File: src/rtl/core/shape_pose_transform_core_assert.svh
// Assertion macros for the shape pose transform core.
// Included by the top level; needs clock and reset in scope.
`ifndef SHAPE_POSE_TRANSFORM_CORE_ASSERT_SVH
`define SHAPE_POSE_TRANSFORM_CORE_ASSERT_SVH

// Check that a condition implies a consequence in the same cycle.
`define SPT_ASSERT_IMPLY(label, cond, cons, msg) \
   label: assert property (@(posedge clock) disable iff (reset) (cond) |-> (cons)) \
      else $error(msg);

// Check that a condition implies a consequence in the next cycle.
`define SPT_ASSERT_NEXT(label, cond, cons, msg) \
   label: assert property (@(posedge clock) disable iff (reset) (cond) |=> (cons)) \
      else $error(msg);

`endif

File: src/rtl/core/spt_pkg.sv
// Package for the shape pose transform core: widths, payload types, tables.
// No dependencies.
`default_nettype none
package spt_pkg;
   localparam int MaxTriangles = 32;
   localparam int TriIdxW      = 5;
   localparam int CountW       = 6;
   localparam int CoordW       = 20;
   localparam int AngleW       = 16;
   localparam int TrigW        = 17;
   localparam int CordW        = 24;
   localparam int CordSteps    = 16;
   localparam int StepW        = 4;
   localparam int QueueDepth   = 2;

   localparam logic CMD_LOAD      = 1'b0;
   localparam logic CMD_TRANSFORM = 1'b1;

   typedef struct packed {
      logic                     command;
      logic [TriIdxW-1:0]       tri_index;
      logic signed [CoordW-1:0] vert_ax;
      logic signed [CoordW-1:0] vert_ay;
      logic signed [CoordW-1:0] vert_bx;
      logic signed [CoordW-1:0] vert_by;
      logic signed [CoordW-1:0] vert_cx;
      logic signed [CoordW-1:0] vert_cy;
      logic signed [CoordW-1:0] pose_x;
      logic signed [CoordW-1:0] pose_y;
      logic signed [AngleW-1:0] pose_angle;
   } req_type;

   typedef struct packed {
      logic [TriIdxW-1:0]       out_index;
      logic signed [CoordW-1:0] out_ax;
      logic signed [CoordW-1:0] out_ay;
      logic signed [CoordW-1:0] out_bx;
      logic signed [CoordW-1:0] out_by;
      logic signed [CoordW-1:0] out_cx;
      logic signed [CoordW-1:0] out_cy;
      logic                     last_of_run;
   } rsp_type;

   // Job handed from front to back: a transform with its trig values.
   typedef struct packed {
      logic signed [CoordW-1:0] pose_x;
      logic signed [CoordW-1:0] pose_y;
      logic signed [TrigW-1:0]  sine;
      logic signed [TrigW-1:0]  cosine;
   } job_type;

   function automatic logic [AngleW-1:0] atan_lookup(input logic [StepW-1:0] i);
      logic [AngleW-1:0] r;
      case (i)
         4'd0:  r = 16'd8192;
         4'd1:  r = 16'd4836;
         4'd2:  r = 16'd2555;
         4'd3:  r = 16'd1297;
         4'd4:  r = 16'd651;
         4'd5:  r = 16'd326;
         4'd6:  r = 16'd163;
         4'd7:  r = 16'd81;
         4'd8:  r = 16'd41;
         4'd9:  r = 16'd20;
         4'd10: r = 16'd10;
         4'd11: r = 16'd5;
         4'd12: r = 16'd3;
         4'd13: r = 16'd1;
         4'd14: r = 16'd1;
         default: r = 16'd0;
      endcase
      return r;
   endfunction
endpackage
`default_nettype wire

File: src/rtl/core/spt_queue.sv
// Short job queue between front and back parts.
// Depends on spt_pkg.
`default_nettype none
module spt_queue import spt_pkg::*; (
   input  wire logic    clock,
   input  wire logic    reset,
   input  wire logic    in_valid,
   output logic         in_ready,
   input  wire job_type in_data,
   output logic         out_valid,
   input  wire logic    out_ready,
   output job_type      out_data
);
   job_type    slot_ff [QueueDepth];
   logic       wp_ff, rp_ff;
   logic [1:0] cnt_ff;
   logic       push, pop;

   assign in_ready  = (cnt_ff != 2'(QueueDepth));
   assign out_valid = (cnt_ff != 2'd0);
   assign out_data  = slot_ff[rp_ff];
   assign push = in_valid && in_ready;
   assign pop  = out_valid && out_ready;

   always_ff @(posedge clock) begin
      if (reset) begin
         wp_ff <= 1'b0; rp_ff <= 1'b0; cnt_ff <= 2'd0;
      end else begin
         if (push) wp_ff <= ~wp_ff;
         if (pop)  rp_ff <= ~rp_ff;
         cnt_ff <= cnt_ff + 2'(push) - 2'(pop);
      end
      if (push) slot_ff[wp_ff] <= in_data;
   end
endmodule
`default_nettype wire

File: config.mk
export PLATFORM = sky130hd
export DESIGN_NAME = spt_queue
export DESIGN_NICKNAME = d
export VERILOG_FILES = /design/src/rtl/core/shape_pose_transform_core_assert.svh /design/src/rtl/core/spt_pkg.sv /design/src/rtl/core/spt_queue.sv
export SDC_FILE = /design/constraint.sdc
export NUM_CORES = 1
export LEC_CHECK = 0
export ABC_AREA = 0
export BUFFER_PORTS_ARGS = -buffer_cell sky130_fd_sc_hd__buf_2
export CAP_MARGIN = 20
export CORE_ASPECT_RATIO = 0.6
export CORE_MARGIN = 5
export CORE_UTILIZATION = 28
export CTS_CLUSTER_SIZE = 14
export DETAILED_ROUTE_END_ITERATION = 6
export PLACE_DENSITY_LB_ADDON = 0.1
export SETUP_SLACK_MARGIN = 0.3
export SYNTH_ARGS = -nofsm -noshare
export SYNTH_HDL_FRONTEND = slang
export SYNTH_SLANG_ARGS = --single-unit
File: constraint.sdc
create_clock -name clock -period 4.8 [get_ports clock]
set_clock_uncertainty 0.2 [all_clocks]
set_input_delay 0.48 -clock clock [delete_from_list [all_inputs] [get_ports clock]]
set_output_delay 0.48 -clock clock [all_outputs]
set_load 0.01 [all_outputs]
== Yosys cells after proc, flatten, opt, wreduce, memory -nomap -nowiden ==
Memories as Yosys holds them, arrays and structs flattened. A register that Yosys moved wholly into a read port is not among the register bits.
Cells that the tools add are included.

* Reduce and logical (&&, ||, !) cells: 3
* Eq/ne operators: 1
* Bitwise operators: 2
* Add/sub/neg operators: 2
* Muxes and demuxes: 4

{| class="wikitable"
|+ Operator list
! kind !! count
|-
| 1-bit two-way mux || 4
|-
| 2-bit by 1-bit adder with 2-bit output || 1
|-
| 1-bit logical AND || 2
|-
| 2-bit != test (second input constant) || 1
|-
| 1-bit NOT || 2
|-
| 2-bit nonzero test || 1
|-
| 2-bit by 1-bit subtractor with 2-bit output || 1
|}

* Output and inout bits: 76
* Bits in writable memories: 148
* Memories: 1
* Word-level logic and storage cells: 16
* Bits in registers: 4

{| class="wikitable"
|+ Memories
! name !! words !! width !! read ports !! clocked after memory_dff !! wr ports !! RTL line !! text
|-
| slot_ff || 2 || 74 || 1 || 1 || 1 || spt_queue.sv:14 || <nowiki>job_type slot_ff [QueueDepth];</nowiki>
|}

== Longest topological paths before layout ==
* Depth after elaboration: 4
* Gate-level depth with buffers: 8

== Worst setup path before layout ==
No wires, ideal clock.

* Path kind: reg-to-reg
* Start point: reg cnt_ff[0]
* End point: mem slot_ff[0][0] (netlist bit) (enable)
* Path slack: 0.404 ns
* Arrival time: 3.690 ns
* Stages on the path, launching flop included: 4
* Period minus slack after synthesis: 4.396 ns
* Required time: 4.094 ns
* Library setup time: 0.506 ns
* Cell sequence: dfxtp_1 -> nand2b_2 -> nand2_1 -> nor2_1

* Longest elaborated chain between the ends: 4

{| class="wikitable"
|+ Ends and longest elaborated chain
! what !! RTL line !! text
|-
| start: declaration || spt_queue.sv:16 || <nowiki>logic [1:0] cnt_ff;</nowiki>
|-
| start signal: assignment || spt_queue.sv:31 || <nowiki>cnt_ff <= cnt_ff + 2'(push) - 2'(pop);</nowiki>
|-
| 2-bit != test || spt_queue.sv:19 || <nowiki>assign in_ready = (cnt_ff != 2'(QueueDepth));</nowiki>
|-
| via in_ready || spt_queue.sv:8 || <nowiki>output logic in_ready,</nowiki>
|-
| 1-bit logical AND || spt_queue.sv:22 || <nowiki>assign push = in_valid && in_ready;</nowiki>
|-
| 1-bit two-way mux || spt_queue.sv:33 || <nowiki>if (push) slot_ff[wp_ff] <= in_data;</nowiki>
|-
| 1-bit two-way mux (not written as such) || spt_queue.sv:33 ||
|-
| end: declaration || spt_queue.sv:14 ||
|}

The timed path passes the listed nets, and every way through them passes these cells.

==> results.ini <==
[clock_network]
clkSinkCount=153
cts_inserted_buffers=17
clk_path_buf_depth=2
cts_resized=0
clock_latency_ps=410
hold_buffers=0
htree_levels=4
cts_setup_buffers=0
clk_pin_slew_ps=60
clockRootBuffer=clkbuf_16
cts_tree=done

[yosys]
synthTopCellsByArea=edfxtp_1 (76%), mux2_4 (15%), mux2_2 (2.9%)
syn_inst=254
yosys.area.top_type=edfxtp_1
async_flop_share_pct=0
ys_top_cells_by_count=edfxtp_1 (148), mux2_4 (60), mux2_2 (15), buf_6 (7)
synth_edf_count=148
yosys_warnings=0
syn-num-nets=334
yosysTopAreaCellShare_pct=76.4
syn_area_per_cell_um2=22.9
synth_flop_cell=edfxtp_1
synth.distinct_cells=17
synthMostInstantiatedCell=edfxtp_1
synth_seq_area_share_pct=78.1
synthesis.area_um2=5820
ys_seq_elements=153

[die]
fp.dieW_um=196
dieArea_um2=23900
die_h_um=122
coreArea_um2=20200
boundaryPins=154
rows=40
start_util_pct=28.8

[setup_path]
regToRegSetupSlack_ps=2510
critical_path_class=register to output pin
worstPathMaxFanout=48
critPathLaunchType=register
arrival_ps=2310
cp-end-kind=output pin
cp.required_ps=4120

[place]
place_ws_ps=2190
port_buffers=153
place_area_um2=6910
dp_hpwl_um=7660
place_congestion=0.656

[final_layout]
n_antenna_cell=0
drive_gt1_share_pct=61.1
final_nets=502
area_delta_synth_final_pct=29.3
final_area_um2=7520
fin_util_pct=37.2
fillers=1925

[pwr]
swShare_pct=25.3
pwr-share-seq_pct=44.0
combPwrFrac_pct=22.5
finalPower_mw=4.07
power.switching_mw=1.03
power_density_nw_per_um2=541
vdd_drop_max_v=0.000214
p_int_mw=3.04
p_clk_share_pct=33.4
p_leak_nw=2.90

[timing]
fmax_mhz=335
worst_pin_slew_ps=894
finalCritPeriodShare_pct=62.2
worst_slack_ps=1810
fin_tns_setup_ps=0
rsz0062_at_grt=false
finalSetupViolCount=0
finalHoldViolCount=0
min_period_ps=2990
slew_viol_final=0
slew_headroom_pct=40.3

[detailed_routing]
first_iter_violations=133
dr.pass1.iters=4
avgRoutedWirePerCell_um=16.2
ant_nets=0
drc=0
via_per_inst=3.99
vias=2826
routed_wl_um=11500

[global_route]
antenna_found_initial=4
grt_max_degree=49
grt_overflow=0
grtUsageTotal_pct=9.96
grt_pass1_wl_um=17500
grt_pass1_vias=3030

[run]
cap_violations=0

[outcome]
run_status=complete, no violations

[hold_path]
min_path_type=input port to register

## worst max-delay path: stages, from the launching register on
cell     delay [ps]
dfxtp_4         930
buf_4           430
mux2_4          350
buf_2           140
## stage by stage
| stage | hold WS [ps] | std cells |
|---|---|---|
| floorplan | 281 | 254 |
| global placement | 299 | 675 |
| detailed placement | 313 | 676 |
| CTS | 16.6 | 708 |
| global route | 24.2 | 708 |
| finish | 51.5 | 708 |
## power by group through the flow
stage	Combinational (mW)	Clock, mW	Sequential, mW
3_5_place_dp	0.943	0	1.83
2_1_floorplan	0.678	0	1.76
3_3_place_gp	0.943	0	1.83
6_report	0.917	1.36	1.79
4_1_cts	0.947	1.41	1.80
5_1_grt	1.00	1.47	1.82
## layout by cell type, fill, tap and decap left out, types with 2 or more instances in the layout
cell type / synthesis / routed
nor2_1: 5 / 4
mux2_4: 60 / 60
mux2_2: 15 / 15
clkbuf_16: 0 / 17
buf_2: 1 / 153
clkbuf_1: 0 / 3
clkinv_2: 0 / 4
xnor2_1: 2 / 2
ha_1: 2 / 2
clkbuf_8: 0 / 4
buf_12: 0 / 2
buf_4: 0 / 2
dfxtp_1: 5 / 4
nor2b_1: 2 / 2
edfxtp_1: 148 / 148
bufinv_16: 0 / 3
## per-layer routing
layer / GRT usage [%] / vias up / routed length [um]
met2: 13.6 / 97 / 4790
met1: 13.4 / 1368 / 5530
met5: 0 / - / 42
li1: - / 1332 / -
met3: 4.67 / 21 / 943
met4: 4.45 / 8 / 178
## registers in the layout, indices dropped and copies added, names as in the netlist, named ones only
| signal | count |
|---|---|
| cnt_ff | 2 |
| wp_ff | 1 |
| rp_ff | 1 |
| slot_ff | 148 |
## cells by family (layout without fill, tap and decap cells)
| kind of cell | count (synthesis) | after routing | synth area share [%] |
|---|---|---|---|
| multiplexers | 75 | 75 | 18.4 |
| XOR/XNOR | 3 | 3 | 0.452 |
| flip-flops | 153 | 153 | 78.1 |
| AND/OR/NAND/NOR | 11 | 11 | 0.968 |
| buffers and inverters | 9 | 190 | 1.51 |
| AO/OA/AOI/OAI | 1 | 1 | 0.129 |
| adder cells (fa/ha/maj) | 2 | 2 | 0.430 |
## final cells by class
type / count / area, um^2 / share of cell area [%]
sequential: 153 / 4550 / 60.5
multi-input combinational: 92 / 1200 / 15.9
timing repair buffer: 157 / 821 / 10.9
clock buffer: 24 / 492 / 6.54
tap: 273 / 342 / 4.54
clock inverter: 8 / 118 / 1.56
inverter: 1 / 3.75 / 0.0499
## path summary, 6_finish.rpt
check / endpoint / depth (start not counted) / startpoint
worst min register to register: register / 2 / rp_ff
worst min-delay path: slot_ff[0][18] / 1 / in_data[18]
worst max register to register: slot_ff[0][22] / 4 / cnt_ff[0]
worst max-delay path: out_data[63] / 3 / register
(Power assumes the default switching activity.)
