File: src/rtl/core/shape_pose_transform_core_assert.svh
// Assertion macros for the shape pose transform core.
// Included by the top level; needs clock and reset in scope.
`ifndef SHAPE_POSE_TRANSFORM_CORE_ASSERT_SVH
`define SHAPE_POSE_TRANSFORM_CORE_ASSERT_SVH

// Check that a condition implies a consequence in the same cycle.
`define SPT_ASSERT_IMPLY(label, cond, cons, msg) \
   label: assert property (@(posedge clock) disable iff (reset) (cond) |-> (cons)) \
      else $error(msg);

// Check that a condition implies a consequence in the next cycle.
`define SPT_ASSERT_NEXT(label, cond, cons, msg) \
   label: assert property (@(posedge clock) disable iff (reset) (cond) |=> (cons)) \
      else $error(msg);

`endif

File: src/rtl/core/spt_pkg.sv
// Package for the shape pose transform core: widths, payload types, tables.
// No dependencies.
`default_nettype none
package spt_pkg;
   localparam int MaxTriangles = 32;
   localparam int TriIdxW      = 5;
   localparam int CountW       = 6;
   localparam int CoordW       = 20;
   localparam int AngleW       = 16;
   localparam int TrigW        = 17;
   localparam int CordW        = 24;
   localparam int CordSteps    = 16;
   localparam int StepW        = 4;
   localparam int QueueDepth   = 2;

   localparam logic CMD_LOAD      = 1'b0;
   localparam logic CMD_TRANSFORM = 1'b1;

   typedef struct packed {
      logic                     command;
      logic [TriIdxW-1:0]       tri_index;
      logic signed [CoordW-1:0] vert_ax;
      logic signed [CoordW-1:0] vert_ay;
      logic signed [CoordW-1:0] vert_bx;
      logic signed [CoordW-1:0] vert_by;
      logic signed [CoordW-1:0] vert_cx;
      logic signed [CoordW-1:0] vert_cy;
      logic signed [CoordW-1:0] pose_x;
      logic signed [CoordW-1:0] pose_y;
      logic signed [AngleW-1:0] pose_angle;
   } req_type;

   typedef struct packed {
      logic [TriIdxW-1:0]       out_index;
      logic signed [CoordW-1:0] out_ax;
      logic signed [CoordW-1:0] out_ay;
      logic signed [CoordW-1:0] out_bx;
      logic signed [CoordW-1:0] out_by;
      logic signed [CoordW-1:0] out_cx;
      logic signed [CoordW-1:0] out_cy;
      logic                     last_of_run;
   } rsp_type;

   // Job handed from front to back: a transform with its trig values.
   typedef struct packed {
      logic signed [CoordW-1:0] pose_x;
      logic signed [CoordW-1:0] pose_y;
      logic signed [TrigW-1:0]  sine;
      logic signed [TrigW-1:0]  cosine;
   } job_type;

   function automatic logic [AngleW-1:0] atan_lookup(input logic [StepW-1:0] i);
      logic [AngleW-1:0] r;
      case (i)
         4'd0:  r = 16'd8192;
         4'd1:  r = 16'd4836;
         4'd2:  r = 16'd2555;
         4'd3:  r = 16'd1297;
         4'd4:  r = 16'd651;
         4'd5:  r = 16'd326;
         4'd6:  r = 16'd163;
         4'd7:  r = 16'd81;
         4'd8:  r = 16'd41;
         4'd9:  r = 16'd20;
         4'd10: r = 16'd10;
         4'd11: r = 16'd5;
         4'd12: r = 16'd3;
         4'd13: r = 16'd1;
         4'd14: r = 16'd1;
         default: r = 16'd0;
      endcase
      return r;
   endfunction
endpackage
`default_nettype wire

File: src/rtl/core/spt_front.sv
// Front part: accepts requests, writes loads into the vertex store,
// runs the CORDIC for transforms and pushes jobs. Depends on spt_pkg.
`default_nettype none
module spt_front import spt_pkg::*; (
   input  wire logic           clock,
   input  wire logic           reset,
   input  wire logic           req_valid,
   output logic                req_ready,
   input  wire req_type        req_data,
   output logic                job_valid,
   output job_type             job_data,
   input  wire logic           job_ready,
   input  wire logic           store_busy,
   output logic                st_we,
   output logic [TriIdxW-1:0]  st_addr,
   output logic [6*CoordW-1:0] st_wdata
);
   typedef enum logic [2:0] {
      F_IDLE = 3'b001,
      F_CORD = 3'b010,
      F_PUSH = 3'b100
   } fstate_type;

   fstate_type               state_ff, state_in;
   logic signed [CordW-1:0]  cx_ff, cx_in, cy_ff, cy_in;
   logic signed [AngleW:0]   z_ff, z_in;
   logic [StepW-1:0]         step_ff, step_in;
   logic                     flip_ff, flip_in;
   logic signed [CoordW-1:0] px_ff, px_in, py_ff, py_in;
   logic signed [TrigW-1:0]  sin_ff, sin_in, cos_ff, cos_in;

   logic signed [AngleW:0]   ang;
   logic signed [CordW-1:0]  dx, dy;
   logic signed [AngleW:0]   at;
   logic signed [CordW-1:0]  rx, ry;
   logic signed [TrigW-1:0]  qx, qy;

   function automatic logic signed [TrigW-1:0] q15(input logic signed [CordW-1:0] v,
                                                     input logic neg);
      logic signed [CordW-1:0] r;
      logic signed [TrigW-1:0] c;
      r = (v + CordW'(16)) >>> 5;
      if (r > CordW'(32768))        c = 17'sd32768;
      else if (r < -CordW'(32768))  c = -17'sd32768;
      else                          c = r[TrigW-1:0];
      return neg ? -c : c;
   endfunction

   // hold loads while a queued or running transform still reads the store
   assign req_ready = (state_ff == F_IDLE) &&
                      !(req_data.command == CMD_LOAD && store_busy);
   assign st_we     = req_valid && req_ready && (req_data.command == CMD_LOAD);
   assign st_addr   = req_data.tri_index;
   assign st_wdata  = {req_data.vert_ax, req_data.vert_ay, req_data.vert_bx,
                       req_data.vert_by, req_data.vert_cx, req_data.vert_cy};

   assign job_valid       = (state_ff == F_PUSH);
   assign job_data.pose_x = px_ff;
   assign job_data.pose_y = py_ff;
   assign job_data.sine   = sin_ff;
   assign job_data.cosine = cos_ff;

   assign ang = {req_data.pose_angle[AngleW-1], req_data.pose_angle};
   assign dx  = cy_ff >>> step_ff;
   assign dy  = cx_ff >>> step_ff;
   assign at  = {1'b0, atan_lookup(step_ff)};
   assign rx  = z_ff[AngleW] ? cx_ff + dx : cx_ff - dx;
   assign ry  = z_ff[AngleW] ? cy_ff - dy : cy_ff + dy;
   assign qx  = q15(rx, flip_ff);
   assign qy  = q15(ry, flip_ff);

   always_comb begin
      state_in = state_ff;
      cx_in = cx_ff; cy_in = cy_ff; z_in = z_ff; step_in = step_ff;
      flip_in = flip_ff; px_in = px_ff; py_in = py_ff;
      sin_in = sin_ff; cos_in = cos_ff;
      case (state_ff)
         F_IDLE: begin
            if (req_valid && req_data.command == CMD_TRANSFORM) begin
               state_in = F_CORD;
               px_in = req_data.pose_x;
               py_in = req_data.pose_y;
               cx_in = CordW'(636750);
               cy_in = '0;
               step_in = '0;
               if (ang > 17'sd16384) begin
                  z_in = ang - 17'sd32768; flip_in = 1'b1;
               end else if (ang < -17'sd16384) begin
                  z_in = ang + 17'sd32768; flip_in = 1'b1;
               end else begin
                  z_in = ang; flip_in = 1'b0;
               end
            end
         end
         F_CORD: begin
            cx_in = rx;
            cy_in = ry;
            z_in  = z_ff[AngleW] ? z_ff + at : z_ff - at;
            step_in = step_ff + StepW'(1);
            if (step_ff == StepW'(CordSteps-1)) begin
               cos_in = qx;
               sin_in = qy;
               state_in = F_PUSH;
            end
         end
         F_PUSH: begin
            if (job_ready) state_in = F_IDLE;
         end
         default: state_in = F_IDLE;
      endcase
   end

   always_ff @(posedge clock) begin
      if (reset) begin
         state_ff <= F_IDLE;
         sin_ff   <= '0;
         cos_ff   <= '0;
      end else begin
         state_ff <= state_in;
         sin_ff   <= sin_in;
         cos_ff   <= cos_in;
      end
      cx_ff <= cx_in; cy_ff <= cy_in; z_ff <= z_in; step_ff <= step_in;
      flip_ff <= flip_in; px_ff <= px_in; py_ff <= py_in;
   end
endmodule
`default_nettype wire

File: config.mk
export PLATFORM = sky130hd
export DESIGN_NAME = spt_front
export DESIGN_NICKNAME = d
export VERILOG_FILES = /design/src/rtl/core/shape_pose_transform_core_assert.svh /design/src/rtl/core/spt_pkg.sv /design/src/rtl/core/spt_front.sv
export SDC_FILE = /design/constraint.sdc
export NUM_CORES = 1
export LEC_CHECK = 0
export BUFFER_PORTS_ARGS = -buffer_cell sky130_fd_sc_hd__buf_2
export CAP_MARGIN = 10
export CORE_MARGIN = 8
export CORE_UTILIZATION = 56
export DETAILED_ROUTE_END_ITERATION = 16
export GPL_TIMING_DRIVEN = 0
export HOLD_SLACK_MARGIN = 0.08
export PLACE_DENSITY = 0.83
export SLEW_MARGIN = 10
export SYNTH_ARGS = -nofsm -noshare
export SYNTH_HDL_FRONTEND = slang
export SYNTH_SLANG_ARGS = --single-unit
File: constraint.sdc
create_clock -name clock -period 10.3 [get_ports clock]
set_input_delay 0 -clock clock [delete_from_list [all_inputs] [get_ports clock]]
set_output_delay 0 -clock clock [all_outputs]
set_load 0.005 [all_outputs]
### Yosys cells after proc, flatten, opt, wreduce, memory -nomap -nowiden

Memory sizes are Yosys's and may differ from the RTL's. A register that Yosys moved wholly into a read port is not among the register bits.
Index checks and enable logic that the tools add are counted.

* memory bits (read-only): 224
* flip-flop bits (word level): 147
* output and inout port bits: 202
* logic and storage cells: 76
* memories: 1
* input bits: 187

Memory list
* (no name shown): words 16, bits a word 14, rd ports 1, clocked after Yosys merged registers in 1, write ports 0, RTL line spt_pkg.sv:54 `case (i)`

* add/subtract/negate cells: 13
* bitwise gates (word level): 1
* shift-type cells: 2
* muxes and demuxes: 25
* $lt $le $gt $ge: 6
* equal/unequal tests: 7
* reduce and logical (&&, ||, !) cells: 11

Operators with widths (count)
* 17-bit 2-to-1 mux: 10
* 24-bit 2-to-1 mux: 4
* 24-bit case mux with 2 select lines: 2
* 24-bit adder: 2
* 24-bit by 6-bit adder with 24-bit output (second input constant): 2
* 24-bit by 4-bit >>> shifter with 24-bit output: 2
* 24-bit subtractor: 2
* 19-bit by 17-bit > comparator with 1-bit output (second input constant): 2
* 19-bit by 16-bit less-than comparator with 1-bit output (second input constant): 2
* 17-bit negation: 2
* 17-bit case mux with 2 select lines: 1
* 16-bit by 17-bit adder with 17-bit output (second input constant): 1
* 17-bit adder: 1
* 16-bit by 17-bit subtractor with 17-bit output (second input constant): 1
* 17-bit subtractor: 1
* 16-bit > comparator (second input constant): 1
* 16-bit by 15-bit less-than comparator with 1-bit output (second input constant): 1
* 3-bit 2-to-1 mux: 3
* 3-bit case mux with 3 select lines: 1
* 4-bit 2-to-1 mux: 2
* 4-bit case mux with 2 select lines: 1
* 2-bit AND reduction: 3
* 1-bit logical AND: 5
* 4-bit by 1-bit adder with 4-bit output (second input constant): 1
* other kinds (11): 12

### Longest topological paths before layout

* depth in word-level cells: 9
* depth in mapped cells: 38
* depth with buffers taken out: 31

### Worst setup path after synthesis

OpenSTA, ideal clock, no wires.

* path kind: reg2reg
* start: reg step_ff[0]
* end: reg cos_ff[14]
* required time: 10183 ps
* buffers on the path: 4
* library setup time: 117 ps
* clock period less this slack: 8122 ps
* data arrival time: 8005 ps
* slack: 2178 ps
* stages on the path, launching flop included: 34
* cells stage by stage: edfxtp_1 > buf_6 > buf_8 > buf_6 > mux4_2 > mux2_1 > o21ai_0 > ha_1 > nand3_1 > nor3_1 > and3_1 > a21oi_1 > xnor2_1 > ha_1 > nand2_1 > o41ai_1 > nor2_1 > a311o_1 > nor2_1 > nand4_1 > or3_1 > or4_4 > xnor2_4 > o22ai_2 > buf_6 > nand2_1 > ha_1 > o211ai_1 > or4b_1 > or3_1 > o21a_1 > nor2_1 > o22ai_1 > a32o_1

* longest elaborated chain between the ends: 9
* elaborated cells on any way between the ends: 13
* classes of those cells: add/sub (4); order compare (2); eq/ne (1); shift (1); mux (4); reduce/logical (1)

RTL lines
* start: declaration: RTL line spt_front.sv:27 `logic [StepW-1:0] step_ff, step_in;`
* start signal: assignment: RTL line spt_front.sv:123 `cx_ff <= cx_in; cy_ff <= cy_in; z_ff <= z_in; step_ff <= step_in;`
* 24-bit by 4-bit >>> shifter with 24-bit output: RTL line spt_front.sv:64 `assign dx = cy_ff >>> step_ff;`
* 24-bit subtractor / 24-bit adder (equally long branches): RTL line spt_front.sv:67 `assign rx = z_ff[AngleW] ? cx_ff + dx : cx_ff - dx;`
* 24-bit 2-to-1 mux: RTL line spt_front.sv:67
* 24-bit by 6-bit adder with 24-bit output: RTL line spt_front.sv:42 `r = (v + CordW'(16)) >>> 5;`
* 19-bit by 16-bit less-than comparator with 1-bit output: RTL line spt_front.sv:44 `else if (r < -CordW'(32768)) c = -17'sd32768;`
* 17-bit 2-to-1 mux: RTL line spt_front.sv:44
* 17-bit 2-to-1 mux: RTL line spt_front.sv:43 `if (r > CordW'(32768)) c = 17'sd32768;`
* 17-bit negation: RTL line spt_front.sv:46 `return neg ? -c : c;`
* 17-bit 2-to-1 mux: RTL line spt_front.sv:46
* end signal: assignment: RTL line spt_front.sv:121 `cos_ff <= cos_in;`
* end: declaration: RTL line spt_front.sv:30 `logic signed [TrigW-1:0] sin_ff, sin_in, cos_ff, cos_in;`

Several ways; a longest one is shown, not always the timed one.
A chain may end at the register's enable or synchronous reset.

### Final worst setup path

* start: reg step_ff[2]
* end: reg cos_ff[14]

Same word-level chain as after synthesis.

==> results.txt <==
status -> complete, no violations
Yosys reg bits -> 161
antenna cell count -> 0
Seq pwr share -> 27.7%
async set-reset flop share out of synthesis -> 0%
clk sink count -> 161
via count -> 16700
proportion of power drawn by combinational gates -> 49.2%
number of rows created at floorplan -> 63
netlist area before placement -> 16700 um2
post-placement worst setup slack -> 204 ps
cell type with the largest total area after synthesis -> sky130_fd_sc_hd__edfxtp_1
yosys synthesis warning count -> 0
average instance area after synthesis -> 8.69 um2
setup-violating endpoint count in the final report -> 0
achievable clock frequency -> 0.103 GHz
Critical Path RT -> 10630 ps
P per Cell Area -> 135 nW/um2
number of global-route vias before repair -> 16400
Crit. End Element -> register
aggregate global-route resource usage -> 33.4%
number of optimization iterations in the first detailed-route pass -> 5
placeable core area -> 29500 um2
biggest area contributors in the synthesized netlist -> sky130_fd_sc_hd__edfxtp_1, sky130_fd_sc_hd__ha_1, sky130_fd_sc_hd__dfxtp_1
routed wire length -> 61800 um
switching power summed over all nets -> 0.00112 W
clock transition at the register clock pins on the worst setup and hold paths after CTS -> 70 ps
number of nets still failing antenna checks after routing -> 0
number of buffers between clock root and the deepest sink -> 2
CTS tree -> done
quantity of I/O buffers inserted on ports -> 262
die extent in x -> 189 um
clk_lat worst skew -> 450 ps
final-layout fill cell count -> 2399
sequential area share after synthesis -> 25.9%
nets in the synthesized netlist -> 2192
Max H-tree Level -> 4
remaining design rule violation count -> 0
TritonCTS Buffers -> 17
final hold violation count -> 0
arrival time of the worst setup path -> 10060 ps
number of buffer and inverter stages on the critical path -> 5
worst setup margin -> 572 ps
critical path start-end classification -> register to register
EDFF count, synth -> 110
design internal power -> 0.00153 W
worst min path class -> input pin to register
die area -> 35600 um2
Avg Vias per Cell -> 6.27
delay-heaviest family, CP -> simple AND/OR/NAND/NOR gates
Final Power -> 0.00265 W
RSZ-0062 raised after global routing -> false
maximum clock skew at final layout -> 12.2 ps
Slowest cell on crit path -> sky130_fd_sc_hd__or4b_1
area fraction of the dominant cell type after synthesis -> 19.8%
final non-filler cell area -> 19700 um2
clock period minus final worst setup slack -> 9730 ps
starting density of the core -> 56.6%
final weighted congestion in routability-driven placement -> 1.10
GRT Residual Overflow -> 0
Placed Instance Area -> 18500 um2
worst-margin pin slew -> 1150 ps
static leakage -> 8.02 nW
average wire per standard cell -> 23.2 um
maximum number of pins on one net before global-route repair -> 37
number of unique standard cell types used by synthesis -> 107
chip height -> 189 um
Slew Viols, Final -> 0
global-route wire length before repair -> 93900 um
number of top-level design ports -> 389
detailed-placement wirelength estimate -> 47900 um
sw frac -> 42.3%
synth-to-layout area growth -> 18.1%
number of maximum-capacitance violations -> 0
share of the clock period used by the worst path after layout -> 94.4%
layout net count -> 2533
master cell of the clock root buffer -> sky130_fd_sc_hd__clkbuf_16
Post-synth top flop -> sky130_fd_sc_hd__edfxtp_1
Max transition margin -> 23.5%
Max rail drop VDD -> 0.110 mV
fraction of layout instances using a drive strength above 1 -> 25.4%
relative contribution of the clock network to total power -> 23.1%
slowest stage delay, CP -> 590 ps
First DRT Iteration DRCs -> 1491
critical path peak fanout -> 10
initial antenna violation count -> 1
kind of start point of the critical path -> register
Cells after Synth -> 1919
total negative slack for setup checks -> 0 ps
-- registers in the layout, indices dropped and copies added (netlist names), 14 cells and up --
signal	cells
at	14
cos_ff	17
cx_ff	24
cy_ff	24
px_ff	20
py_ff	20
sin_ff	17
z_ff	17
-- cell usage in the layout (no fill, tap or decap), types with 59 or more instances in the layout --
master                     instances
sky130_fd_sc_hd__nand2_1         167
sky130_fd_sc_hd__ha_1             83
sky130_fd_sc_hd__xor2_1           59
sky130_fd_sc_hd__a21oi_1         126
sky130_fd_sc_hd__xnor2_1          94
sky130_fd_sc_hd__edfxtp_1        110
sky130_fd_sc_hd__nor2_1          168
sky130_fd_sc_hd__o21ai_0          88
sky130_fd_sc_hd__buf_2           270
sky130_fd_sc_hd__buf_4           134
-- tightest hold or removal path, stage by stage --
cell and delay (ps):
sky130_fd_sc_hd__buf_2 100, sky130_fd_sc_hd__nand2_1 160, sky130_fd_sc_hd__nor3_1 70, sky130_fd_sc_hd__a31oi_1 130, sky130_fd_sc_hd__nor3_1 60
-- power groups by stage --
stage / combinational [W] / sequential (W) / clock, W
finish: 0.00131 / 0.000736 / 0.000612
global route: 0.00140 / 0.000738 / 0.000643
CTS: 0.00126 / 0.000735 / 0.000614
detailed placement: 0.00124 / 0.000749 / 0
global placement: 0.00121 / 0.000750 / 0
floorplan: 0.000909 / 0.000745 / 0
-- metal layers --
layer	vias up	global-route usage (%)	share of wire [%]
li1	7668	-	-
met1	7965	40.1	39
met2	916	55.9	48
met3	146	7.26	9.0
met4	0	16.3	4.8
met5	-	0	0
-- kinds of logic (layout without fill, tap and decap cells) --
logic type,count (synthesis),after routing,synth area share (%)
muxes,125,125,10.5
AOI/OAI and AO/OA,490,490,19.9
and+or+nand+nor,640,640,19.3
xor gates and xnor gates,156,156,8.39
DFF,161,161,25.9
adders and majority gates,86,86,6.59
buffers and inverters,261,615,9.38
-- cell usage after synthesis (all sizes together) (15+ instances only) --
cell type and count:
nor2 170, nand2 167, buf 164, a21oi 126, edfxtp 110, o21ai 96
xnor2 96, ha 83, xor2 60, clkbuf 52, dfxtp 51, mux2i 49
nor3 48, inv 44, nand3 44, and2 41, mux2 41, mux4 35
nand2b 32, o211ai 31, a21o 28, a31oi 28, a211oi 26, and3 23
nor4 23, o21a 21, or3 18, o21bai 15
-- metrics by stage --
stage                     hold WS [ps]  util (%)  cells
after floorplan                   63.3         -   1919
after global placement             170      62.7   2571
after detailed placement           170      62.9   2573
after CTS                          110      66.7   2663
after global routing               172      66.8   2663
final                              129      66.8   2663
-- path summary, 6_finish.rpt --
path,startpoint,depth (start not counted),slack (ps),endpoint
setup / recovery,step_ff[2]$_DFFE_PP_,32,570,cos_ff[14]$_SDFFE_PP0P_
hold / removal,req_data[181],5,130,state_ff[1]$_SDFFE_PP0P_
setup reg to reg,step_ff[2]$_DFFE_PP_,32,570,cos_ff[14]$_SDFFE_PP0P_
hold reg to reg,cos_ff[3]$_SDFFE_PP0P_,2,450,cos_ff[3]$_SDFFE_PP0P_
-- area by class of cell --
class                      count  area [um2]  area share [%]
multi-input combinational   1497       10800            54.9
sequential                   161        4320            22.0
tap                          390         488            2.48
inverter                      45         175           0.889
clock inverter                14         121           0.616
clock buffer                  18         429            2.18
buffer                       214        1390            7.06
timing repair buffer         324        1950            9.92
-- timing repair --
action	in CTS	in global routing
endpoints found under the setup margin	0	5
hold buffers	58	0
endpoints found under the hold margin	59	0
resized for setup	0	5
buffers inserted	0	2
(Power assumes the default switching activity.)
